`config.mk`:
```
export PLATFORM = sky130hd
export DESIGN_NAME = nbge_isqrt
export DESIGN_NICKNAME = d
export VERILOG_FILES = /design/src/rtl/nbge_pkg.sv /design/src/rtl/nbge_isqrt.sv
export SDC_FILE = /design/constraint.sdc
export NUM_CORES = 1
export LEC_CHECK = 0
export BUFFER_PORTS_ARGS = -buffer_cell sky130_fd_sc_hd__buf_2
export CAP_MARGIN = 10
export CORE_AREA = 3 3 135 137
export CTS_BUF_LIST = sky130_fd_sc_hd__clkbuf_16
export DETAILED_ROUTE_END_ITERATION = 8
export DIE_AREA = 0 0 138 140
export PLACE_DENSITY_LB_ADDON = 0.2
export SLEW_MARGIN = 5
export SYNTH_ARGS = -nofsm -noshare
export SYNTH_HDL_FRONTEND = slang
export SYNTH_SLANG_ARGS = --single-unit
```
`constraint.sdc`:
```
create_clock -name clock -period 8.25 [get_ports clock]
set_input_delay 2.0625 -clock clock [delete_from_list [all_inputs] [get_ports clock]]
set_output_delay 2.0625 -clock clock [all_outputs]
set_load 0.05 [all_outputs]
```
`src/rtl/nbge_pkg.sv`:
```
// nbge_pkg: shared types, constants and saturation helpers for the
// n-body gravity Euler step core. No dependencies.
`default_nettype none
package nbge_pkg;

   localparam int CSR_ADDR_W = 4;
   localparam int CSR_DATA_W = 32;

   localparam logic [1:0] REG_STEP_COUNT = 2'd0;
   localparam logic [1:0] REG_TIME_STEP  = 2'd1;
   localparam logic [1:0] REG_GRAV_CONST = 2'd2;

   localparam logic [9:0]  STEP_COUNT_RST = 10'd20;
   localparam logic [15:0] TIME_STEP_RST  = 16'd328;
   localparam logic [23:0] GRAV_CONST_RST = 24'd65536;

   localparam logic [47:0] U48_MAX = 48'hFFFF_FFFF_FFFF;
   localparam logic [46:0] F47_MAX = 47'h7FFF_FFFF_FFFF;
   localparam logic [63:0] DV_MAX  = 64'h0000_0002_0000_0000;

   typedef struct packed {
      logic [31:0]      mass;
      logic [2:0][31:0] pos;
      logic [2:0][31:0] vel;
   } body_type;

   typedef logic [2:0][47:0] force_type;

   typedef struct packed {
      logic        start;
      logic [63:0] dividend;
      logic [31:0] divisor;
   } div_req_type;

   typedef struct packed {
      logic        busy;
      logic [63:0] quotient;
   } div_rsp_type;

   typedef struct packed {
      logic        start;
      logic [63:0] radicand;
   } sqrt_req_type;

   typedef struct packed {
      logic        busy;
      logic [31:0] root;
   } sqrt_rsp_type;

   function automatic logic [47:0] sat48(input logic [48:0] v);
      logic [47:0] r;
      if (v[48] != v[47]) begin
         r = v[48] ? 48'h8000_0000_0000 : 48'h7FFF_FFFF_FFFF;
      end else begin
         r = v[47:0];
      end
      return r;
   endfunction

   function automatic logic [31:0] sat32(input logic [35:0] v);
      logic [31:0] r;
      if ((v[35:31] == 5'b00000) || (v[35:31] == 5'b11111)) begin
         r = v[31:0];
      end else begin
         r = v[35] ? 32'h8000_0000 : 32'h7FFF_FFFF;
      end
      return r;
   endfunction

endpackage
`default_nettype wire

```
`src/rtl/nbge_isqrt.sv`:
```
// nbge_isqrt: digit-by-digit floor square root of a 64-bit value,
// one root bit per cycle. Depends on nbge_pkg.
`default_nettype none
module nbge_isqrt
   import nbge_pkg::*;
(
   input  wire logic         clock,
   input  wire logic         reset,
   input  wire sqrt_req_type req,
   output sqrt_rsp_type      rsp
);

   logic        busy_ff, busy_in;
   logic [4:0]  cnt_ff, cnt_in;
   logic [63:0] rad_ff, rad_in;
   logic [33:0] rem_ff, rem_in;
   logic [31:0] root_ff, root_in;
   logic [35:0] part;
   logic [35:0] trial;
   logic [35:0] diff;

   assign part  = {rem_ff, rad_ff[63:62]};
   assign trial = {2'b00, root_ff, 2'b01};
   assign diff  = part - trial;

   always_comb begin
      busy_in = busy_ff;
      cnt_in  = cnt_ff;
      rad_in  = rad_ff;
      rem_in  = rem_ff;
      root_in = root_ff;
      if (req.start) begin
         busy_in = 1'b1;
         cnt_in  = '0;
         rad_in  = req.radicand;
         rem_in  = '0;
         root_in = '0;
      end else if (busy_ff) begin
         rad_in = {rad_ff[61:0], 2'b00};
         if (part >= trial) begin
            rem_in  = diff[33:0];
            root_in = {root_ff[30:0], 1'b1};
         end else begin
            rem_in  = part[33:0];
            root_in = {root_ff[30:0], 1'b0};
         end
         cnt_in = cnt_ff + 5'd1;
         if (cnt_ff == 5'd31) begin
            busy_in = 1'b0;
         end
      end
   end

   always_ff @(posedge clock) begin
      if (reset) begin
         busy_ff <= 1'b0;
         cnt_ff  <= '0;
      end else begin
         busy_ff <= busy_in;
         cnt_ff  <= cnt_in;
      end
      rad_ff  <= rad_in;
      rem_ff  <= rem_in;
      root_ff <= root_in;
   end

   assign rsp.busy = busy_ff;
   assign rsp.root = root_ff;

endmodule
`default_nettype wire

```
* After elaboration in Yosys (flattened, before gate mapping) *
Cells that the tools add are included.

word-level totals
  output and inout bits = 33
  memory bits (writable) = 0
  ROM bits = 0
  bits in latches = 0
  input bits = 67
  logic and storage cells = 18
  flip-flop bits (word level) = 136
  memories = 0

cells by class
  bitwise operators = 0
  shift-type cells = 0
  reductions and logical operators = 2
  $mul = 0
  mux-type cells = 7
  magnitude comparators = 1
  equality and inequality tests = 1
  $add $sub $neg = 2
  div/mod/pow operators = 0

operators with widths
  operator                                      number
  two-way mux 64 bit                            2
  greater-or-equal comparator 36 x 34 -> 1 bit  1
  two-way mux 34 bit                            1
  subtractor 34 bit                             1
  adder 5 x 1 -> 5 bit (second input constant)  1
  equality test 5 bit (second input constant)   1
  two-way mux 1 bit                             4
  nonzero test 2 bit                            1
  OR reduction 2 bit                            1

* Depth between registers and ports, before layout *
  depth in word-level cells = 4
  depth in mapped cells = 13
  gate-level depth less buffers = 11

* Worst setup path after synthesis *
OpenSTA, ideal clock, no wires.

  path kind = input to register
  start = in req[64] in the netlist's numbering
  end = reg rad_ff[0] (enable)
  stages = 3
  path buffers = 1
  data required time = 7.826 ns
  library setup time = 0.424 ns
  slack = 4.016 ns
  arrival = 3.811 ns
  cells stage by stage = clkbuf_1 > inv_1 > nand2_1

between the ends
  cells in the longest elaborated chain, start to end = 1

ends and longest elaborated chain
  item                                 line              RTL
  start, declared                      nbge_isqrt.sv:9   input wire sqrt_req_type req,
  nonzero test 2 bit (no source line)  n/a
  end signal, assigned                 nbge_isqrt.sv:62  rad_ff <= rad_in;
  end, declared                        nbge_isqrt.sv:15  logic [63:0] rad_ff, rad_in;

Every way passes these cells.
A chain may end at the register's enable or synchronous reset.

* Worst setup path in the final report *
  start = reg root_ff[0]
  end = reg rem_ff[15]

between the ends
  cells in the longest elaborated chain, start to end = 2
  elaborated cells between the ends (all ways) = 3
  classes of those cells = add/sub (1); order compare (1); mux (1)

ends and longest elaborated chain
  item                                                                               line                                RTL
  start, declared                                                                    nbge_isqrt.sv:17                    logic [31:0] root_ff, root_in;
  start signal, assigned                                                             nbge_isqrt.sv:64                    root_ff <= root_in;
  subtractor 34 bit or greater-or-equal comparator 36 x 34 -> 1 bit (tied branches)  nbge_isqrt.sv:24, nbge_isqrt.sv:40
  two-way mux 34 bit (*)                                                             nbge_isqrt.sv:40                    if (part >= trial) begin
  end signal, assigned                                                               nbge_isqrt.sv:63                    rem_ff <= rem_in;
  end, declared                                                                      nbge_isqrt.sv:16                    logic [33:0] rem_ff, rem_in;

Every way passes the cells marked *; elsewhere a longest branch is shown, timed or not.

==> summary.txt <==
Synth
  • Post-Synthesis Cell Area: ~7500 um2
  • Number of synthesized flops with an enable pin: 64
  • Gate Count Post-Synth: ~730
  • Yosys warning total: 0
  • Syn Area/Cell: 10.3 um2
  • Sequential fraction of the synthesis area: 0.448
  • Synth unique cells: 55
  • Dominant synthesized flop cell: dfxtp_1
  • Syn Nets: 832
  • Synth async-reset ratio: 0
  • Flop and latch count out of synthesis: between 100 and 150

Clock tree
  • Clock-pin slew on the worst setup and hold paths: approximately 60 ps
  • Clock root cell: clkbuf_16
  • Clk_lat worst skew: about 420 ps
  • CTS buffer count: 17
  • Number of setup buffers added after CTS: 0
  • Cts hold-fix bufs: 0
  • Sink Count: 136
  • H-tree levels: 4
  • Post-CTS resize count: 0
  • Clock buffer depth: 2
  • CTS tree: built

Die
  • FP Rows: 48
  • IO Count: 100
  • Initial core utilization: 0.437
  • Core area: roughly 17000 um2
  • Die Height: 140 um
  • Die width: between 100 and 150 um
  • Die area: between 15000 and 20000 um2

GRT
  • Initial antenna violation count: 0
  • Largest net degree at the start of global routing: 74
  • Grt ovf: 0
  • Vias in the first global route: around 5500
  • First-pass GRT wire length: roughly 26 mm
  • GRT Total Usage: 0.161

Power
  • Clock network power share: 0.326
  • Int Pwr: roughly 0.0016 W
  • Combinational Power Share: 0.331
  • Switching power: 0.000781 W
  • Pleak: approximately 3.6 nW
  • Sw frac: 0.326
  • Pwr per Cell Area: approximately 270 nW/um2
  • Part of the power in registers: 0.343
  • Peak VDD IR: around 0.00015 V

Timing
  • RSZ-0062 raised after global routing: false
  • Least-Margin Pin Slew: just over 800 ps
  • Final Hold Fails: 0
  • Final TNS setup: 0 ps
  • Final Slew Violations: 0
  • Final worst slack: roughly 4500 ps
  • Fmax: approximately 260 MHz
  • Min cycle time layout: 3780 ps
  • Setup Skew: about 8.8 ps
  • Worst relative slew slack: 0.458
  • Setup-failing EPs final: 0
  • Fin crit share: 0.458

Drt
  • WL per Instance: roughly 15 um
  • DRC viols: 0
  • Routed wire length: between 15 and 20 mm
  • Final antenna-violating net count: 0
  • Vias: 5512
  • TritonRoute pass-1 iters: 5
  • Vias per inst: about 5.3
  • Initial DRC Count: 268

Placement
  • Final HPWL DP: around 11 mm
  • Pre-CTS WS: 4070 ps
  • PortBufs: between 90 and 100
  • GP Congestion: about 0.84
  • Cell count after placement: roughly 1000

Cells and area
  • Antenna diodes: 0
  • Share of cells above drive strength 1: 0.252
  • P&R area growth vs syn: 16.2%
  • Nets: 910
  • Fillers: about 1600
  • Fin cells: 1045

Critical path
  • R2R Setup Slk: approximately 4500 ps
  • CP Capture Type: flip-flop
  • Setup CP Type: reg -> reg
  • Reg2Reg Depth: 12
  • FF-to-FF Start: root_ff[0]
  • CP startpoint kind: flip-flop
  • RR Endpoint: rem_ff[15]
  • Worst EP required: about 8500 ps
  • Worst path arrival time: between 4000 and 5000 ps
  • Worst-path maximum fanout: 25

Min path
  • Hold Crit Start: rem_ff[18]
  • Hold Crit Class: reg -> reg
  • Hold EP: rem_ff[18]
  • Hold depth: 2

Outcome
  • Outcome: finished clean

Run
  • Max cap viols: 0
[power by group through the flow]
| stage | clock network (W) | registers (W) | logic, W |
|---|---|---|---|
| 2_1_floorplan | 0 | 0.000823 | 0.000666 |
| 3_3_place_gp | 0 | 0.000835 | 0.000781 |
| 3_5_place_dp | 0 | 0.000836 | 0.000790 |
| 4_1_cts | 0.000798 | 0.000823 | 0.000798 |
| 5_1_grt | 0.000830 | 0.000831 | 0.000884 |
| 6_report | 0.000781 | 0.000822 | 0.000795 |
[stage by stage]
stage / area (um2) / hold WS, ps / util / power (W)
after floorplan: 7500 / 471 / - / 0.00149
after global placement: 8120 / 492 / 0.473 / 0.00162
after detailed placement: 8120 / 497 / 0.473 / 0.00163
after CTS: 8720 / 504 / 0.508 / 0.00242
after global routing: 8720 / 532 / 0.508 / 0.00254
final: 8720 / 505 / 0.508 / 0.00240
[critical path, cell delays in order, from the launching register on]
cell	delay, ps
dfxtp_1	390
inv_1	60
ha_1	340
nor2b_1	160
o31a_1	280
o31a_1	310
a21oi_2	260
o21ai_2	150
a31o_4	270
a21oi_4	590
buf_4	460
mux2i_1	240
a211oi_1	90
[area by class of cell]
type | instances | area, um2 | share of cell area
multi-input combinational | 502 | 3760 | 0.432
sequential | 136 | 3370 | 0.386
timing repair buffer | 103 | 528 | 0.0606
clock buffer | 17 | 425 | 0.0488
tap | 225 | 282 | 0.0323
inverter | 47 | 176 | 0.0202
clock inverter | 15 | 175 | 0.0201
[sequential cells by signal, indices dropped and copies added, names as in the netlist]
register  flops
rad_ff       64
rem_ff       34
root_ff      32
cnt_ff        5
busy_ff       1
[routing by layer]
metal / global-route usage / share of wire
met1: 0.209 / 0.46
met2: 0.260 / 0.47
met5: 0 / 0
met3: 0.0437 / 0.050
met4: 0.0593 / 0.016
[how the worst max path moves through the flow]
stage               startpoint    endpoint  slack (ps)
floorplan              req[64]   rad_ff[0]        4020
global placement       req[64]  rad_ff[28]        4130
detailed placement     req[64]  rad_ff[23]        4070
CTS                 root_ff[0]  rem_ff[15]        4450
global route        root_ff[0]  rem_ff[10]        4270
finish              root_ff[0]  rem_ff[15]        4470
[cells in the mapped netlist (all sizes together) (3+ instances only)]
cell | n | area [um2]
nand4 | 9 | 56.3
nor2 | 86 | 323
nand3 | 10 | 50.1
or3 | 3 | 18.8
o22ai | 3 | 18.8
ha | 36 | 450
inv | 47 | 176
nor4 | 3 | 18.8
and3 | 5 | 31.3
o31a | 5 | 43.8
a211o | 4 | 35.0
buf | 20 | 111
and2 | 5 | 31.3
o31ai | 3 | 22.5
a311oi | 4 | 35.0
nor2b | 4 | 25.0
xnor2 | 17 | 149
a21oi | 34 | 189
o21bai | 3 | 22.5
clkbuf | 24 | 90.1
a21o | 5 | 37.5
edfxtp | 64 | 1920
nand2 | 26 | 97.6
dfxtp | 72 | 1440
a31oi | 6 | 37.5
mux2 | 62 | 698
nand2b | 6 | 37.5
mux2i | 59 | 591
o21a | 5 | 37.5
xor2 | 13 | 114
a211oi | 29 | 218
o21ai | 28 | 144
nor3 | 10 | 50.1
[cell families after synthesis]
logic type	after synthesis	synth area share
xor gates and xnor gates	30	0.0350
adders and majority gates	36	0.0600
buffers and inverters	91	0.0504
AOI/OAI and AO/OA	144	0.132
muxes	121	0.172
and+or+nand+nor	171	0.102
DFF	136	0.448
[layout by cell type (no fill, tap or decap), types with 6 or more instances in the layout]
master,netlist,layout
buf_2,8,98
nor2_1,86,86
dfxtp_1,72,71
edfxtp_1,64,64
mux2_2,62,62
mux2i_1,59,59
inv_1,47,47
ha_1,36,36
a21oi_1,31,31
a211oi_1,29,29
nand2_1,26,25
o21ai_0,20,20
xnor2_1,17,17
clkbuf_16,0,17
xor2_1,13,13
nor3_1,10,10
nand3_1,10,10
nand4_1,9,9
o21ai_1,7,7
a31oi_1,6,6
nand2b_1,6,6
Note: power is estimated with default switching activity, not from simulation.
