--- config.mk ---
export PLATFORM = sky130hd
export DESIGN_NAME = nbge_div
export DESIGN_NICKNAME = d
export VERILOG_FILES = /design/src/rtl/nbge_pkg.sv /design/src/rtl/nbge_div.sv
export SDC_FILE = /design/constraint.sdc
export NUM_CORES = 1
export LEC_CHECK = 0
export ABC_CLOCK_PERIOD_IN_PS = 3700
export BUFFER_PORTS_ARGS = -buffer_cell sky130_fd_sc_hd__buf_2
export CAP_MARGIN = 25
export CELL_PAD_IN_SITES_DETAIL_PLACEMENT = 0
export CELL_PAD_IN_SITES_GLOBAL_PLACEMENT = 1
export CORE_ASPECT_RATIO = 0.5
export CORE_MARGIN = 1
export CORE_UTILIZATION = 44
export CTS_BUF_LIST = sky130_fd_sc_hd__clkbuf_4 sky130_fd_sc_hd__clkbuf_8
export DETAILED_ROUTE_END_ITERATION = 6
export GPL_TIMING_DRIVEN = 0
export PLACE_DENSITY_LB_ADDON = 0.1
export RECOVER_POWER = 100
export SLEW_MARGIN = 20
export SYNTH_ARGS = -nofsm -noshare
export SYNTH_HDL_FRONTEND = slang
export SYNTH_SLANG_ARGS = --single-unit
--- constraint.sdc ---
create_clock -name clock -period 3.7 [get_ports clock]
set_input_delay 0.37 -clock clock [delete_from_list [all_inputs] [get_ports clock]]
set_output_delay 0.37 -clock clock [all_outputs]
set_load 0.01 [all_outputs]
--- src/rtl/nbge_pkg.sv ---
// nbge_pkg: shared types, constants and saturation helpers for the
// n-body gravity Euler step core. No dependencies.
`default_nettype none
package nbge_pkg;

   localparam int CSR_ADDR_W = 4;
   localparam int CSR_DATA_W = 32;

   localparam logic [1:0] REG_STEP_COUNT = 2'd0;
   localparam logic [1:0] REG_TIME_STEP  = 2'd1;
   localparam logic [1:0] REG_GRAV_CONST = 2'd2;

   localparam logic [9:0]  STEP_COUNT_RST = 10'd20;
   localparam logic [15:0] TIME_STEP_RST  = 16'd328;
   localparam logic [23:0] GRAV_CONST_RST = 24'd65536;

   localparam logic [47:0] U48_MAX = 48'hFFFF_FFFF_FFFF;
   localparam logic [46:0] F47_MAX = 47'h7FFF_FFFF_FFFF;
   localparam logic [63:0] DV_MAX  = 64'h0000_0002_0000_0000;

   typedef struct packed {
      logic [31:0]      mass;
      logic [2:0][31:0] pos;
      logic [2:0][31:0] vel;
   } body_type;

   typedef logic [2:0][47:0] force_type;

   typedef struct packed {
      logic        start;
      logic [63:0] dividend;
      logic [31:0] divisor;
   } div_req_type;

   typedef struct packed {
      logic        busy;
      logic [63:0] quotient;
   } div_rsp_type;

   typedef struct packed {
      logic        start;
      logic [63:0] radicand;
   } sqrt_req_type;

   typedef struct packed {
      logic        busy;
      logic [31:0] root;
   } sqrt_rsp_type;

   function automatic logic [47:0] sat48(input logic [48:0] v);
      logic [47:0] r;
      if (v[48] != v[47]) begin
         r = v[48] ? 48'h8000_0000_0000 : 48'h7FFF_FFFF_FFFF;
      end else begin
         r = v[47:0];
      end
      return r;
   endfunction

   function automatic logic [31:0] sat32(input logic [35:0] v);
      logic [31:0] r;
      if ((v[35:31] == 5'b00000) || (v[35:31] == 5'b11111)) begin
         r = v[31:0];
      end else begin
         r = v[35] ? 32'h8000_0000 : 32'h7FFF_FFFF;
      end
      return r;
   endfunction

endpackage
`default_nettype wire

--- src/rtl/nbge_div.sv ---
// nbge_div: restoring 64/32 unsigned divider, one quotient bit per cycle.
// Depends on nbge_pkg.
`default_nettype none
module nbge_div
   import nbge_pkg::*;
(
   input  wire logic        clock,
   input  wire logic        reset,
   input  wire div_req_type req,
   output div_rsp_type      rsp
);

   logic        busy_ff, busy_in;
   logic [5:0]  cnt_ff, cnt_in;
   logic [31:0] rem_ff, rem_in;
   logic [63:0] quo_ff, quo_in;
   logic [31:0] dvs_ff, dvs_in;
   logic [32:0] shifted;
   logic [32:0] diff;

   assign shifted = {rem_ff, quo_ff[63]};
   assign diff    = shifted - {1'b0, dvs_ff};

   always_comb begin
      busy_in = busy_ff;
      cnt_in  = cnt_ff;
      rem_in  = rem_ff;
      quo_in  = quo_ff;
      dvs_in  = dvs_ff;
      if (req.start) begin
         busy_in = 1'b1;
         cnt_in  = '0;
         rem_in  = '0;
         quo_in  = req.dividend;
         dvs_in  = req.divisor;
      end else if (busy_ff) begin
         if (!diff[32]) begin
            rem_in = diff[31:0];
            quo_in = {quo_ff[62:0], 1'b1};
         end else begin
            rem_in = shifted[31:0];
            quo_in = {quo_ff[62:0], 1'b0};
         end
         cnt_in = cnt_ff + 6'd1;
         if (cnt_ff == 6'd63) begin
            busy_in = 1'b0;
         end
      end
   end

   always_ff @(posedge clock) begin
      if (reset) begin
         busy_ff <= 1'b0;
         cnt_ff  <= '0;
      end else begin
         busy_ff <= busy_in;
         cnt_ff  <= cnt_in;
      end
      rem_ff <= rem_in;
      quo_ff <= quo_in;
      dvs_ff <= dvs_in;
   end

   assign rsp.busy     = busy_ff;
   assign rsp.quotient = quo_ff;

endmodule
`default_nettype wire

==> Word level (Yosys, flattened, before mapping) <==
Index checks and enable logic that the tools add are counted.
{ "word_totals": {"out_inout_bits": 65, "wordCells": 17, "inputBits": 99, "reg_bits": 135} }
{ "op_classes": {"n_reduce_logical": 2, "n_addsub": 2, "eq_ne": 1, "muxes": 7} }
{ "ops": {"columns": ["cell", "n"], "rows": [
  ["$mux W64", 2],
  ["$sub A33 B32 Y33", 1],
  ["$mux W32", 1],
  ["$add A6 B1 Y6 const B", 1],
  ["$eq A6 B6 Y1 const B", 1],
  ["$mux W1", 4],
  ["$reduce_bool A2 Y1", 1],
  ["$reduce_or A2 Y1", 1]
]} }

==> Longest topological paths before layout <==
Gate-level depths: netlist of run 1.
{ "logic_depth": {"depth_word": 4, "mapped_depth": 13, "depth_no_buf": 12} }

==> Worst setup path after synthesis of run 1 <==
No wires, ideal clock.
{ "synth_timing": {"path_kind": "flip-flop to flip-flop", "startpoint": "register quo_ff[63]", "endpoint": "register rem_ff[13]", "setup_ns": 0.091, "required_time_ns": 3.609, "n_path_buf": 1, "period_less_slack_ns": 2.901, "path_stages_with_launch": 14, "t_arrival_ns": 2.810, "path_slack_ns": 0.799, "cell_sequence": "edfxtp_1 -> inv_1 -> ha_1 -> fa_1 -> nor2b_1 -> o2111ai_1 -> a21boi_1 -> o21ai_1 -> nand2_1 -> a31oi_4 -> xnor2_1 -> buf_2 -> nand2_1 -> a311oi_1"} }
{ "synth_via": {"elab_chain_cells": 2} }
{ "synth_rtl": {"columns": ["item", "line_no", "source"], "rows": [
  ["start: declaration", "nbge_div.sv:16", "logic [63:0] quo_ff, quo_in;"],
  ["start signal: assignment", "nbge_div.sv:60", "quo_ff <= quo_in;"],
  ["$sub A33 B32 Y33", "nbge_div.sv:22", "assign diff = shifted - {1'b0, dvs_ff};"],
  ["$mux W32", "nbge_div.sv:37", "if (!diff[32]) begin"],
  ["end signal: assignment", "nbge_div.sv:59", "rem_ff <= rem_in;"],
  ["end: declaration", "nbge_div.sv:15", "logic [31:0] rem_ff, rem_in;"]
]} }
No other way between the ends.
A chain may end at the register's enable or synchronous reset.

==> Final worst setup path of run 1 <==
{ "layout_timing": {"startpoint": "register quo_ff[63]", "endpoint": "register rem_ff[29]"} }
The elaborated chain is that of the path after synthesis.

==> results of run 1 <==
==> repair_timing <==
action / in CTS / in global routing
resized for setup: 1 / 5
cloned: 0 / 0
endpoints found under the setup margin: 1 / 30
hold endpoints to repair: 0 / 0
pin swaps: 0 / 1
buffers inserted: 0 / 1
==> cells in the mapped netlist, types with 9 or more instances <==
library cell	count
nand2_1	76
edfxtp_1	96
a21oi_1	33
dfxtp_1	39
a311oi_1	23
a21o_1	19
nand4_1	9
o21ai_0	21
xor2_1	10
mux2_2	63
inv_1	41
xnor2_1	19
clkbuf_1	26
nand3_1	9
nor2_1	51
ha_1	33
==> per-stage QoR <==
| step | power, mW | cells |
|---|---|---|
| 6_report | 4.148 | 1088 |
| 5_1_grt | 4.367 | 1086 |
| 4_1_cts | 4.195 | 1085 |
| 3_5_place_dp | 2.908 | 1053 |
| 3_3_place_gp | 2.890 | 1052 |
| 2_1_floorplan | 2.568 | 668 |
==> cell type report <==
class | count | area (um2)
antenna | 2 | 5.005
tap | 221 | 276.5
inverter | 41 | 156.4
clock buffer | 20 | 256.5
clock inverter | 12 | 142.6
buffer | 35 | 160.2
fill | 1479 | 7019
multi-input combinational | 457 | 3302
sequential | 135 | 3664
timing repair buffer | 165 | 753.2
==> flip-flops by register name, indices dropped and copies added, names as in the netlist <==
register	cells
quo_ff	64
busy_ff	1
cnt_ff	6
dvs_ff	32
rem_ff	32
==> logic make-up (layout without fill, tap and decap cells) <==
logic type,Yosys count,count (layout),synth area share
fa+ha+maj,34,34,0.05972
simple gates,181,181,0.1132
other cells,0,2,0
xor+xnor,30,30,0.03728
mux,68,68,0.1048
buf+inv,76,273,0.04263
compound gates,144,144,0.1370
flops,135,135,0.5053
==> layer usage <==
layer	global-route usage	up-vias	part of all wire
li1	-	2828	-
met1	0.2881	2711	0.46
met2	0.3693	155	0.45
met3	0.08926	30	0.079
met4	0.07569	10	0.013
met5	0	-	0.0033
==> worst max path at each step <==
stage	start	endpoint
3_3_place_gp	req[96]	quo_ff[23]
6_report	quo_ff[63]	rem_ff[29]
5_1_grt	quo_ff[63]	rem_ff[16]
3_5_place_dp	quo_ff[63]	rem_ff[3]
2_1_floorplan	quo_ff[63]	rem_ff[13]
4_1_cts	quo_ff[63]	rem_ff[29]
==> critical path, delay by kind of cell (launching register included) <==
kind,cells,cell delay (ns)
XOR/XNOR,1,0.29
AND/OR/NAND/NOR,2,0.37
AO/OA/AOI/OAI,5,0.84
buffers and inverters,2,0.36
adder cells (fa/ha/maj),2,0.63
flip-flops,1,0.41
multiplexers,1,0.26
==> power by group through the flow <==
stage | sequential [mW] | clock [mW] | combinational [mW]
2_1_floorplan | 1.92 | 0 | 0.648
3_3_place_gp | 1.90 | 0 | 0.992
3_5_place_dp | 1.90 | 0 | 1.01
4_1_cts | 1.87 | 1.31 | 1.02
5_1_grt | 1.89 | 1.37 | 1.11
6_report | 1.87 | 1.27 | 1.01
==> key figures, run 1 <==
Power
  • Leakage Power: 3.547 nW
  • Switching Fraction: 0.3175
  • Maximum VDD drop: 0.0002389 V
  • Combinational group share of total power: 0.242
  • P_sw: 1.317 mW
  • Pint: 2.831 mW
  • Power Density: 475.9 nW/um2
  • Seq pwr share: 0.451
  • Clock power share: 0.307

Critical path
  • Reg-to-reg endpoint: rem_ff[29]
  • Worst path max stage delay: 0.41 ns
  • Crit-path cells: inv_1, ha_1, fa_1, nor2b_1, o2111ai_1, a21boi_2, o21ai_1, nand2_2, a31oi_4, xnor2_2, clkbuf_4, mux2i_1, o21ai_0
  • Worst Setup End Kind: register
  • Slowest cell on the critical path: edfxtp_1
  • CP Launch Type: register
  • Crit path kind: reg2reg
  • Reg2reg path depth: 13
  • Critical Path AT: 3.64 ns
  • Critical Path RT: 4.03 ns
  • Reg2reg setup slack: 0.39 ns
  • Crit-path max FO: 10
  • Reg2reg start: quo_ff[63]

Finish
  • Nets: 985
  • Fin util: 0.5539
  • Synth-to-Final Area Change: 20.23%
  • Layout cell share with drive strength beyond 1: 0.2474
  • Final Cell Area: 8716 um2
  • Leading cell type in the layout, fill and taps excluded: buf_2
  • Most frequent cells in the layout: buf_2 (99), edfxtp_1 (96), clkbuf_1 (92)

Synthesis
  • Mapped cell area: 7249 um2
  • Synth Warn #: 0
  • Syn_nets: 801
  • Area share of the leading cell type in the synthesized netlist: 0.3977
  • Area leader, netlist: edfxtp_1
  • Ys async rst share: 0
  • Number of register bits inferred by synthesis: 135
  • Top cells by area, synth: edfxtp_1 (40%), dfxtp_1 (11%), mux2_2 (9.8%)
  • Post-Syn Area per Cell: 10.85 um2
  • Post-synth EDFFs: 96
  • Synth unique cells: 58
  • Sequential-to-total area share from yosys stat: 0.5054
  • Ys flop type: edfxtp_1
  • Mapped Cells: 668

Floorplan
  • Row Count: 32
  • Starting Density: 0.4607
  • Chip Width: 183.5 um
  • Die ar.: 17020 um2
  • Total I/O pin count: 164
  • CORE AREA: 15740 um2
  • Die H: 92.77 um

Timing
  • Slew Viols, Final: 35
  • Final WS setup: 0.3888 ns
  • Max Clk Rate: 302.0 MHz
  • Slew HR: -0.3897
  • Final period utilization: 0.8949
  • Slew @ Worst Pin: 2.085 ns
  • Setup TNS: 0 ns
  • Hold slack: 0.06568 ns
  • Final hold vios: 0
  • Layout Skew: 0.01529 ns
  • Minimum clock period: 3.311 ns
  • RSZ-0062 raised after global routing: false
  • Final setup violation count: 0

Global routing
  • First-pass GRT wire length: 29650 um
  • Total Routing Usage GR: 0.2317
  • Vias in the first global route: 5718
  • Initial antenna violation count: 7
  • Largest net degree at the start of global routing: 52
  • Grt ovf: 0

Clock tree
  • Clk buf depth: 2
  • CTS root buf: clkbuf_8
  • CTS tree: built
  • Reg clk slew, reported paths: 0.09 ns
  • Cts bufs inserted: 17
  • Clk Latency, worst-skew pair: 0.46 ns
  • # hold bufs at CTS: 0
  • H-tree depth: 4
  • CTS Sinks: 135

Outcome
  • Status: finished with violations
  • Failing checks: capacitance limit, slew limit

Min path
  • Hold depth: 2
  • Hold Startpoint: reset
  • Min-Delay Path Class: in2reg
  • Hold EP: busy_ff

Detailed routing
  • Initial drt markers: 349
  • Final wirelength: 18790 um
  • Via density: 5.270
  • Vias: 5734
  • Routed Antenna Nets: 0
  • Number of iterations in the first detailed-routing pass: 6
  • WL/cell: 17.27 um
  • DRC viols: 0

Placement
  • Placed cell areas: 8372 um2
  • Port bufs: 163
  • Post-place setup slack: 0.04250 ns
  • DP Wirelength: 14000 um
  • Gp weighted congestion: 0.8518

Flow run
  • Maximum Capacitance Violations: 1
Power figures use the tool's default switching activity.
==> run 2, diff against run 1 <==
- ABC_CLOCK_PERIOD_IN_PS: 3700 -> 3500
- clock period: 3.7 -> 3.5 ns (I/O delays scaled with it)
==> key figures, run 2 (synthesis gave the netlist of run 1 again) <==
Finish
  • Top reg by flops: quo_ff
  • Most frequent cells in the layout: buf_2 (99), edfxtp_1 (96), clkbuf_1 (91)
  • Nets: 985 (unchanged)
  • Finished Layout Cells: 1089 (+0.092%)
  • FF+latch area: 3664 um2 (unchanged)
  • Synth-to-Final Area Change: 20.43%
  • Multi-input gate area: 3307 um2 (+0.15%)
  • Biggest regs: quo_ff (64), dvs_ff (32), rem_ff (32)
  • Fillers: 1480 (+0.068%)
  • Leading cell type in the layout, fill and taps excluded: buf_2
  • Max FFs per register: 64 (unchanged)
  • Layout cell share with drive strength beyond 1: 0.2474 (unchanged)

Min path
  • Hold EP: busy_ff
  • Min-Delay Path Class: in2reg
  • Hold depth: 2 (unchanged)
  • Hold Startpoint: reset

Timing
  • Final hold vios: 0 (unchanged)
  • Minimum clock period: 3.205 ns (-0.1059 ns)
  • Slew @ Worst Pin: 2.075 ns (-0.009764 ns)
  • Max Clk Rate: 312.0 MHz (+3.3%)
  • Layout Skew: 0.01482 ns (-0.0004643 ns)
  • Slew HR: -0.3832 (+0.006509)
  • Slew Viols, Final: 35 (unchanged)
  • Final setup violation count: 0 (unchanged)
  • Final period utilization: 0.9158 (+0.02088)
  • Final WS setup: 0.2947 ns (-0.09410 ns)
  • RSZ-0062 raised after global routing: false

Detailed routing
  • Number of iterations in the first detailed-routing pass: 7 (+1)
  • Vias: 5767 (+0.58%)
  • Final wirelength: 18830 um (+0.23%)
  • Initial drt markers: 343 (-1.7%)
  • Routed Antenna Nets: 0 (unchanged)
  • DRC viols: 0 (unchanged)
  • WL/cell: 17.29 um (+0.14%)
  • Via density: 5.296 (+0.48%)

Outcome
  • Status: finished with violations
  • Failing checks: capacitance limit, slew limit

Power
  • Leakage Power: 3.554 nW (+0.20%)
  • Power Density: 503.0 nW/um2 (+5.7%)
  • Maximum VDD drop: 0.0002521 V (+5.5%)

Floorplan
  • Die ar.: 17020 um2 (unchanged)
  • Row Count: 32 (unchanged)
  • Total I/O pin count: 164 (unchanged)
  • Die H: 92.77 um (unchanged)
  • Starting Density: 0.4607 (unchanged)
  • CORE AREA: 15740 um2 (unchanged)
  • Chip Width: 183.5 um (unchanged)

Placement
  • DP Wirelength: 14000 um (unchanged)
  • Port bufs: 163 (unchanged)
  • Gp weighted congestion: 0.8518 (unchanged)
  • Placed cell count: 1053 (unchanged)
  • Post-place setup slack: -0.1575 ns (-0.2000 ns)

Clock tree
  • CTS root buf: clkbuf_8
  • CTS Sinks: 135 (unchanged)
  • Reg clk slew, reported paths: 0.09 ns (about the same)
  • Clk buf depth: 2 (unchanged)
  • H-tree depth: 4 (unchanged)
  • # hold bufs at CTS: 0 (unchanged)
  • CTS tree: built
  • Clk Latency, worst-skew pair: 0.46 ns (about the same)
  • Cts bufs inserted: 17 (unchanged)

Critical path
  • CP Launch Type: register
  • Reg-to-reg endpoint: rem_ff[29]
  • Reg2reg path depth: 13 (unchanged)
  • Crit path kind: reg2reg
  • Buf/Inv on CP: 2 (unchanged)
  • Crit-path cells: inv_1, ha_1, fa_1, nor2b_1, o2111ai_1, a21boi_2, o21ai_1, nand2_2, a31oi_4, xnor2_4, buf_4, mux2i_1, o21ai_0
  • CP delay by family, top: compound AO/OA/AOI/OAI gates
  • Worst path max stage delay: 0.41 ns (about the same)
  • Critical Path RT: 3.83 ns (-0.20 ns)
  • Worst Setup End Kind: register
  • Slowest cell on the critical path: fa_1
  • Crit-path max FO: 10 (unchanged)
  • Reg2reg setup slack: 0.29 ns (-0.09 ns)
  • Critical Path AT: 3.54 ns (-0.10 ns)
  • Reg2reg start: quo_ff[63]

Global routing
  • Total Routing Usage GR: 0.2317 (about the same)
  • Met1 Resource Use GR: 0.2901 (+0.001999)
  • Met2 Use GR: 0.3687 (-0.0006313)
  • Initial antenna violation count: 7 (unchanged)
  • Largest net degree at the start of global routing: 52 (unchanged)
  • GR peak layer: met2
  • First-pass GRT wire length: 29660 um (about the same)
  • Grt ovf: 0 (unchanged)
  • Grt met3 use: 0.08730 (-0.001966)
  • Vias in the first global route: 5717 (-0.017%)

Flow run
  • Maximum Capacitance Violations: 1 (unchanged)
[run 2: cell type report]
type,count,area share
well taps,221,0.03167
clock buffers,20,0.02938
flip-flops and latches,135,0.4196
repair buffers,165,0.08656
multi-input cells,457,0.3788
plain buffers,35,0.01892
diodes,3,0.0008598
clock inverters,12,0.01634
inverters,41,0.01791
[run 2: how the worst max path moves through the flow]
| stage | from | to | slack (ns) | depth (start not counted) |
|---|---|---|---|---|
| 6_report | quo_ff[63] | rem_ff[29] | 0.29 | 13 |
| 5_1_grt | quo_ff[63] | rem_ff[8] | 0.005 | 13 |
| 4_1_cts | quo_ff[63] | rem_ff[29] | 0.03 | 13 |
| 3_5_place_dp | quo_ff[63] | rem_ff[3] | -0.16 | 13 |
| 3_3_place_gp | req[96] | quo_ff[23] | -0.56 | 4 |
| 2_1_floorplan | quo_ff[63] | rem_ff[13] | 0.60 | 13 |
[run 2: repair_timing]
| item | CTS | global route |
|---|---|---|
| gates resized for setup | 4 | 7 |
| buffers inserted | 1 | 0 |
| cloned | 0 | 0 |
| endpoints found under the setup margin | 26 | 32 |
| pin swaps | 1 | 0 |
[run 2: power by group]
part	switching, mW	total, mW	internal (mW)	leakage (nW)
logic	0.628	1.07	0.443	2.08
clock network	0.674	1.34	0.670	0.197
registers	0.0903	1.98	1.89	1.28
total	1.39	4.39	3.00	3.55
[run 2: metrics by stage]
step	hold slack (ns)	total power, mW	util	cell area (um2)	setup TNS, ns
global placement	0.4566	3.055	0.5301	8342	-38.24
CTS	0.009524	4.446	0.5594	8802	0
finish	0.04601	4.391	0.5549	8731	0
detailed placement	0.4676	3.075	0.5320	8372	-2.287
floorplan	0.4224	2.715	-	7249	0
global route	0.02674	4.626	0.5544	8723	0
[run 2: metal layers]
| layer | routed length (um) | share of wire |
|---|---|---|
| met1 | 8567 | 0.45 |
| met2 | 8452 | 0.45 |
| met3 | 1531 | 0.081 |
| met4 | 233 | 0.012 |
| met5 | 46 | 0.0024 |
